==> config.mk <==
export PLATFORM = sky130hd
export DESIGN_NAME = utf8_stream_decoder
export DESIGN_NICKNAME = d
export VERILOG_FILES = /design/src/design/u8sd_pkg.sv /design/src/design/u8sd_ctrl.sv /design/src/design/u8sd_datapath.sv /design/src/design/utf8_stream_decoder.sv
export VERILOG_INCLUDE_DIRS = /design/src /design/src/design
export SDC_FILE = /design/constraint.sdc
export NUM_CORES = 1
export LEC_CHECK = 0
export ABC_CLOCK_PERIOD_IN_PS = 11400
export BUFFER_PORTS_ARGS = -buffer_cell sky130_fd_sc_hd__buf_2
export CORE_UTILIZATION = 45
export CTS_BUF_LIST = sky130_fd_sc_hd__clkbuf_4 sky130_fd_sc_hd__clkbuf_8
export DETAILED_ROUTE_END_ITERATION = 8
export PLACE_DENSITY = 0.6
export SYNTH_ARGS = -nofsm -noshare
export SYNTH_HDL_FRONTEND = slang
export SYNTH_SLANG_ARGS = --single-unit
==> constraint.sdc <==
create_clock -name clk -period 11.4 [get_ports clk]
set_input_delay 1.71 -clock clk [delete_from_list [all_inputs] [get_ports clk]]
set_output_delay 1.71 -clock clk [all_outputs]
set_load 0.05 [all_outputs]
==> src/design/utf8_stream_decoder_macros.svh <==
// assertion macros shared by the utf8 stream decoder modules
`ifndef UTF8_STREAM_DECODER_MACROS_SVH
`define UTF8_STREAM_DECODER_MACROS_SVH

`ifndef SYNTHESIS
// property must hold at every clock edge out of reset
`define U8SD_ASSERT(lbl, prop, msg) \
  lbl: assert property (@(posedge clk) disable iff (!rst_n) prop) else $error(msg);
// condition must never be seen at a clock edge out of reset
`define U8SD_NEVER(lbl, cond, msg) \
  lbl: assert property (@(posedge clk) disable iff (!rst_n) !(cond)) else $error(msg);
`else
`define U8SD_ASSERT(lbl, prop, msg)
`define U8SD_NEVER(lbl, cond, msg)
`endif

`endif

==> src/design/u8sd_pkg.sv <==
// types, constants and helpers shared by the utf8 stream decoder
`timescale 1ns / 1ps
`default_nettype none

package u8sd_pkg;

  // code point limits
  localparam logic [20:0] REPL_CP = 21'h00FFFD;
  localparam logic [20:0] MAX_CP  = 21'h10FFFF;
  localparam logic [20:0] SURR_LO = 21'h00D800;
  localparam logic [20:0] SURR_HI = 21'h00DFFF;
  localparam logic [20:0] MIN_2B  = 21'h000080;
  localparam logic [20:0] MIN_3B  = 21'h000800;
  localparam logic [20:0] MIN_4B  = 21'h010000;
  localparam logic [20:0] BMP_MAX = 21'h00FFFF;

  // input word
  typedef struct packed {
    logic [7:0] in_byte;
    logic       end_of_text;
  } in_word_t;

  // result word
  typedef struct packed {
    logic [20:0] code_point;
    logic        is_replacement;
    logic [2:0]  seq_bytes;
    logic [1:0]  utf16_units;
    logic        last_of_run;
    logic        text_done;
  } out_word_t;

  // controller states
  typedef enum logic [1:0] {
    ST_IDLE = 2'b01,
    ST_RUN  = 2'b10
  } state_t;

  // controller to datapath
  typedef struct packed {
    logic use_input;
    logic commit;
    logic load_out;
  } dp_cmd_t;

  // datapath to controller
  typedef struct packed {
    logic has_result;
    logic more;
  } dp_sts_t;

  // sequence length opened by a lead byte, zero for a bad lead
  function automatic logic [2:0] lead_length(input logic [7:0] b);
    logic [2:0] len;
    len = 3'd0;
    if (b[7] == 1'b0) begin
      len = 3'd1;
    end else if (b[7:5] == 3'b110) begin
      len = 3'd2;
    end else if (b[7:4] == 4'b1110) begin
      len = 3'd3;
    end else if (b[7:3] == 5'b11110) begin
      len = 3'd4;
    end
    return len;
  endfunction

endpackage

`default_nettype wire

==> src/design/u8sd_ctrl.sv <==
// controller: sequences byte intake and result delivery
`timescale 1ns / 1ps
`default_nettype none
`include "utf8_stream_decoder_macros.svh"

module u8sd_ctrl (
  input  wire logic              clk,
  input  wire logic              rst_n,
  input  wire logic              in_valid,
  output logic                   in_stall,
  output logic                   out_valid,
  input  wire logic              out_stall,
  output u8sd_pkg::dp_cmd_t      cmd,
  input  wire u8sd_pkg::dp_sts_t sts
);

  u8sd_pkg::state_t state_r, state_nxt;
  logic             out_valid_r, out_valid_nxt;
  logic             slot_free;

  // output register can take a new word this cycle
  assign slot_free = !out_valid_r || !out_stall;

  // next state and commands
  always_comb begin
    state_nxt     = state_r;
    cmd.use_input = 1'b0;
    cmd.commit    = 1'b0;
    cmd.load_out  = 1'b0;
    in_stall      = 1'b1;
    case (state_r)
      u8sd_pkg::ST_IDLE: begin
        cmd.use_input = 1'b1;
        in_stall      = !slot_free;
        if (in_valid && slot_free) begin
          cmd.commit   = 1'b1;
          cmd.load_out = sts.has_result;
          if (sts.has_result && sts.more) begin
            state_nxt = u8sd_pkg::ST_RUN;
          end
        end
      end
      u8sd_pkg::ST_RUN: begin
        if (slot_free) begin
          cmd.commit   = 1'b1;
          cmd.load_out = 1'b1;
          if (!sts.more) begin
            state_nxt = u8sd_pkg::ST_IDLE;
          end
        end
      end
      default: begin
        state_nxt = u8sd_pkg::ST_IDLE;
      end
    endcase
  end

  // output valid flag
  always_comb begin
    if (cmd.load_out) begin
      out_valid_nxt = 1'b1;
    end else if (!out_stall) begin
      out_valid_nxt = 1'b0;
    end else begin
      out_valid_nxt = out_valid_r;
    end
  end

  // control registers
  always_ff @(posedge clk) begin
    if (!rst_n) begin
      state_r     <= u8sd_pkg::ST_IDLE;
      out_valid_r <= 1'b0;
    end else begin
      state_r     <= state_nxt;
      out_valid_r <= out_valid_nxt;
    end
  end

  assign out_valid = out_valid_r;

  // checks
  `U8SD_ASSERT(a_run_holds_word, state_r == u8sd_pkg::ST_RUN |-> out_valid_r, "run state without a pending word")
  `U8SD_ASSERT(a_run_has_result, state_r == u8sd_pkg::ST_RUN |-> sts.has_result, "run state with nothing to emit")
  `U8SD_NEVER(a_no_overwrite, cmd.load_out && out_valid_r && out_stall, "stalled result word overwritten")

endmodule

`default_nettype wire

==> src/design/u8sd_datapath.sv <==
// datapath: held byte window, sequence decoder and result register
`timescale 1ns / 1ps
`default_nettype none
`include "utf8_stream_decoder_macros.svh"

module u8sd_datapath (
  input  wire logic                clk,
  input  wire logic                rst_n,
  input  wire u8sd_pkg::in_word_t  in_word,
  input  wire u8sd_pkg::dp_cmd_t   cmd,
  output u8sd_pkg::dp_sts_t        sts,
  output u8sd_pkg::out_word_t      out_word
);

  logic [3:0][7:0]     held_r, held_nxt;
  logic [2:0]          count_r, count_nxt;
  logic [2:0]          exp_len_r, exp_len_nxt;
  logic                eot_r;
  u8sd_pkg::out_word_t out_r;

  logic [3:0][7:0] view;
  logic [2:0]      view_cnt;
  logic            view_eot;
  logic [2:0]      front_len;
  logic [20:0]     val;
  logic [20:0]     min_val;
  logic            seq_ok;
  logic            range_ok;
  logic [20:0]     cp;
  logic            repl;
  logic [2:0]      nbytes;
  logic [2:0]      drop;
  logic [2:0]      rest_cnt;
  logic [2:0]      next_len;
  logic            has_result;
  logic            more;

  // window as seen this cycle: new byte appended while taking input
  always_comb begin
    for (int i = 0; i < 4; i++) begin
      view[i] = (cmd.use_input && count_r[1:0] == 2'(i)) ? in_word.in_byte : held_r[i];
    end
    view_cnt  = cmd.use_input ? count_r + 3'd1 : count_r;
    view_eot  = cmd.use_input ? in_word.end_of_text : eot_r;
    front_len = (count_r != 3'd0) ? exp_len_r : u8sd_pkg::lead_length(in_word.in_byte);
  end

  // assemble the scalar value and check continuation bytes
  always_comb begin
    case (front_len)
      3'd2: begin
        val     = {10'd0, view[0][4:0], view[1][5:0]};
        seq_ok  = view[1][7:6] == 2'b10;
        min_val = u8sd_pkg::MIN_2B;
      end
      3'd3: begin
        val     = {5'd0, view[0][3:0], view[1][5:0], view[2][5:0]};
        seq_ok  = view[1][7:6] == 2'b10 && view[2][7:6] == 2'b10;
        min_val = u8sd_pkg::MIN_3B;
      end
      3'd4: begin
        val     = {view[0][2:0], view[1][5:0], view[2][5:0], view[3][5:0]};
        seq_ok  = view[1][7:6] == 2'b10 && view[2][7:6] == 2'b10
                  && view[3][7:6] == 2'b10;
        min_val = u8sd_pkg::MIN_4B;
      end
      default: begin
        val     = {13'd0, view[0]};
        seq_ok  = 1'b1;
        min_val = 21'd0;
      end
    endcase
    range_ok = val >= min_val && val <= u8sd_pkg::MAX_CP
               && !(val >= u8sd_pkg::SURR_LO && val <= u8sd_pkg::SURR_HI);
  end

  // decide the result for the front of the window
  always_comb begin
    has_result = 1'b1;
    cp         = u8sd_pkg::REPL_CP;
    repl       = 1'b1;
    nbytes     = 3'd1;
    drop       = 3'd1;
    if (front_len == 3'd1) begin
      cp   = {13'd0, view[0]};
      repl = 1'b0;
    end else if (front_len == 3'd0) begin
      has_result = 1'b1;
    end else if (view_cnt < front_len) begin
      // incomplete sequence waits unless the text ends here
      has_result = view_eot;
    end else if (seq_ok && range_ok) begin
      cp     = val;
      repl   = 1'b0;
      nbytes = front_len;
      drop   = front_len;
    end
    rest_cnt = view_cnt - drop;
    next_len = u8sd_pkg::lead_length(view[drop[1:0]]);
    more     = has_result && rest_cnt != 3'd0
               && (view_eot || next_len <= 3'd1 || rest_cnt >= next_len);
  end

  assign sts.has_result = has_result;
  assign sts.more       = more;

  // next window contents
  always_comb begin
    if (has_result) begin
      for (int i = 0; i < 4; i++) begin
        held_nxt[i] = view[2'(i) + drop[1:0]];
      end
      count_nxt   = rest_cnt;
      exp_len_nxt = (rest_cnt != 3'd0) ? next_len : 3'd0;
    end else begin
      held_nxt    = view;
      count_nxt   = view_cnt;
      exp_len_nxt = front_len;
    end
  end

  // window control registers
  always_ff @(posedge clk) begin
    if (!rst_n) begin
      count_r   <= 3'd0;
      exp_len_r <= 3'd0;
    end else if (cmd.commit) begin
      count_r   <= count_nxt;
      exp_len_r <= exp_len_nxt;
    end
  end

  // window bytes and end mark
  always_ff @(posedge clk) begin
    if (cmd.commit) begin
      held_r <= held_nxt;
    end
    if (cmd.commit && cmd.use_input) begin
      eot_r <= in_word.end_of_text;
    end
  end

  // result register
  always_ff @(posedge clk) begin
    if (cmd.load_out) begin
      out_r.code_point     <= cp;
      out_r.is_replacement <= repl;
      out_r.seq_bytes      <= nbytes;
      out_r.utf16_units    <= (cp > u8sd_pkg::BMP_MAX) ? 2'd2 : 2'd1;
      out_r.last_of_run    <= !more;
      out_r.text_done      <= !more && view_eot;
    end
  end

  assign out_word = out_r;

  // checks
  `U8SD_ASSERT(a_count_bound, count_r <= 3'd3, "held byte count out of range")
  `U8SD_ASSERT(a_wait_keeps_bytes, cmd.commit && !has_result |=> count_r != 3'd0, "waiting sequence lost its bytes")
  `U8SD_ASSERT(a_text_flushed, cmd.load_out && view_eot && !more |=> count_r == 3'd0, "bytes left after end of text")

endmodule

`default_nettype wire

==> src/design/utf8_stream_decoder.sv <==
// top level of the utf8 stream decoder
// latency: a result word is registered at the edge that takes the byte completing it
// throughput: one byte per cycle while each byte yields at most one result and the output is not stalled
// a byte yielding more than one result (error replays, end-of-text flush) stalls input while the further results go out
// the result register sets the pace: at most one word leaves per cycle
// reset (rst_n low, synchronous) empties the held window and drops any pending result
`timescale 1ns / 1ps
`default_nettype none

module utf8_stream_decoder (
  input  wire logic                clk,
  input  wire logic                rst_n,
  input  wire logic                in_valid,
  output logic                     in_stall,
  input  wire u8sd_pkg::in_word_t  in_word,
  output logic                     out_valid,
  input  wire logic                out_stall,
  output u8sd_pkg::out_word_t      out_word
);

  u8sd_pkg::dp_cmd_t cmd;
  u8sd_pkg::dp_sts_t sts;

  // sequencing
  u8sd_ctrl u_ctrl (
    .clk       (clk),
    .rst_n     (rst_n),
    .in_valid  (in_valid),
    .in_stall  (in_stall),
    .out_valid (out_valid),
    .out_stall (out_stall),
    .cmd       (cmd),
    .sts       (sts)
  );

  // decoding
  u8sd_datapath u_datapath (
    .clk      (clk),
    .rst_n    (rst_n),
    .in_word  (in_word),
    .cmd      (cmd),
    .sts      (sts),
    .out_word (out_word)
  );

endmodule

`default_nettype wire
==> results.toml <==
[clock_tree]
clkTransAtPathRegs_ns = 0.08
clock_latency_ns = 0.38
clock_path_buffers = 2
cts_setup_buffers = 0
cts-buffers-inserted = 9
cts_tree = "done"
cts.sinks = 71
root_buffer = "clkbuf_8"
cts_hold_buf = 0
htreeDepth = 3
cts_resized = 0

[routing]
finalWirelength_mm = 15.7
drtPass1Iterations = 8
drt-wirelength-per-cell_um = 20.6
ant_nets = 0
vias = 4754
drcViolationCount = 5
vias_per_cell = 6.23
drtIter0Drc = 473

[synthesis]
yosys.cell_count.top_type = "mux2i_1"
synth_top_area_share_pct = 34.5
synth_flop_cell = "edfxtp_1"
syn_nets = 614
synth_common_cells = "mux2i_1, edfxtp_1, nand2_1, nor2_1"
yosysUniqueCellTypes = 76
synth-edff-count = 62
yosys.area.top_type = "edfxtp_1"
synth_area_sq_mm = 0.00540
yosysSeqAreaShare_pct = 37.8
synth_mux_area_share_pct = 13.0
synth_cells = 588
ys_seq_elements = 71
synth_top_family_by_area = "compound AO/OA/AOI/OAI gates"
synth-compound-area-share_pct = 23.3
avgSynthCellArea_sq_um = 9.18
yosys_warnings = 0
synth-simple-area-share_pct = 17.2
ys_top_cells_by_area = "edfxtp_1, mux2i_1, nand2_1"
synth-xor-area-share_pct = 0.649
synth_adder_area_share_pct = 3.15
synthArstFlopShare_pct = 0

[timing]
clock.fmax_ghz = 0.122
finalHoldViolCount = 0
fin_hold_ws_ns = 0.545
layout_setup_ws_ns = 3.17
relSlewSlack_pct = 29.7
worst_pin_slew_ns = 1.05
rsz0062_at_grt = "no"
fin_crit_ns = 8.23
fin_skew_ns = 0.00800
finalSetupViolCount = 0
fin_setup_tns_ns = 0
report.final.slew_viol_count = 0
finalCritPeriodShare_pct = 72.2

[layout]
nets = 641
drive_gt1_share_pct = 16.9
area_growth_pct = 10.2
diodes = 0

[setup_path]
critPathMaxStageDelay_ns = 0.86
endpoint_kind = "flop"
critPathArrivalTime_ns = 8.50
critPathMaxFanout = 34
crit_buf_inv = 3
critPathRequiredTime_ns = 11.67
critical_path.cell_chain = "buf_2, nand4b_2, o32ai_4, nand2_1, o22ai_1, ha_1, o41ai_1, and4b_1, nor3_4, buf_4, inv_1, o221ai_1, o21bai_1, nor3b_1, or2_2, ha_1, nand2b_1, a21o_1, a211o_1, nor2_1, or4b_1, nand4_1, nand3_1"
critPathTopFamily = "simple AND/OR/NAND/NOR gates"
slowest_stage = "o32ai_4"
crit_top_cell = "ha_1"
crit_type = "in2reg"
cp-start-kind = "primary input"

[global_route]
grt_max_degree = 45
gr-usage-all-layers_pct = 26.6
antenna_found_initial = 0
globalRoute.totalOverflow = 0
grt_pass1_wl_mm = 25.3
grt_pass1_vias = 4534

[place]
routabilityCongestion = 0.871
pre_cts_ws_ns = 2.89
hpwl_mm = 10.8
io_buffers = 43

[die]
fp-row-count = 39
die_w_um = 112
dieHeight_um = 112
start_util_pct = 46.7
io_pins = 44
dieArea_sq_mm = 0.0124
core_area_sq_mm = 0.0116

[outcome]
violations = "design-rule violations"
status = "finished with violations"

[run]
maxCapViolations = 0

[worst_hold_path]
hold_path_class = "reg2reg"
==> state kept, by name, summed over array words and instances (netlist names) <==
register and flops:
u_datapath.held_r 32, u_datapath.out_word 29, u_datapath.count_r 3, u_datapath.eot_r 1, u_datapath.exp_len_r 3, u_ctrl.state_r 2
u_ctrl.out_valid 1
==> routing by layer <==
layer  vias to the layer above  routed length (um)  global-route usage, %
met2                       183                6980                   39.7
li1                       2299                   -                      -
met5                         -                   0                      0
met1                      2248                7250                   37.8
met4                         0                 329                   11.1
met3                        24                1170                   4.79
==> worst register-to-register path: stages (launching register included) <==
cell and delay, ns:
dfxtp_1 0.37, inv_1 0.12, ha_1 0.31, nand4b_2 0.21, o32ai_4 0.86, nand2_1 0.66, o22ai_1 0.39, ha_1 0.27
o41ai_1 0.08, and4b_1 0.41, nor3_4 0.06, buf_4 0.25, inv_1 0.81, o221ai_1 0.30, o21bai_1 0.25, nor3b_1 0.16
or2_2 0.30, ha_1 0.27, nand2b_1 0.14, a21o_1 0.17, a211o_1 0.30, nor2_1 0.08, or4b_1 0.46, nand4_1 0.13
nand3_1 0.08
==> cell type report <==
cell class,count,area (sq um)
fill,1119,5610
multi-input combinational,454,3130
sequential,71,2040
timing repair buffer,63,365
tap,143,179
clock buffer,9,124
inverter,16,62.6
clock inverter,7,50.0
==> logic make-up (layout without fill, tap and decap cells) <==
logic type,after synthesis,count (layout)
muxes,69,69
adders and majority gates,13,13
buffers and inverters,63,95
AOI/OAI and AO/OA,180,180
and+or+nand+nor,188,188
xor gates and xnor gates,4,4
DFF,71,71
==> per-stage QoR <==
step,cells,utilization [%],cell area [sq um]
final,763,51.5,5950
after global routing,763,51.5,5950
after CTS,763,51.5,5950
after detailed placement,747,50.0,5780
after global placement,747,50.0,5780
after floorplan,588,-,5400
==> placed cells by master, fill, tap and decap left out, drive strengths merged, types with 12 or more instances in the layout <==
| cell | instances |
|---|---|
| nand2 | 60 |
| o21ai | 34 |
| nand3 | 23 |
| nor2 | 50 |
| ha | 12 |
| a211oi | 17 |
| buf | 63 |
| mux2i | 63 |
| a21oi | 35 |
| a22oi | 18 |
| edfxtp | 62 |
| inv | 16 |
==> path summary, 6_finish.rpt <==
kind | start | to | slack [ns] | cells after the start
setup / recovery | in_word[7] | u_ctrl.state_r[1]$_SDFFE_PN0P_ | 3.17 | 23
hold / removal | u_datapath.exp_len_r[2]$_SDFFE_PN0P_ | u_datapath.exp_len_r[2]$_SDFFE_PN0P_ | 0.55 | 2
setup reg to reg | u_datapath.count_r[0]$_SDFFE_PN0P_ | u_ctrl.state_r[1]$_SDFFE_PN0P_ | 3.84 | 24
hold reg to reg | u_datapath.exp_len_r[2]$_SDFFE_PN0P_ | u_datapath.exp_len_r[2]$_SDFFE_PN0P_ | 0.55 | 2
Power is not shown: default switching activity piles up to over one toggle a cycle in this logic, so the estimate is an artifact.
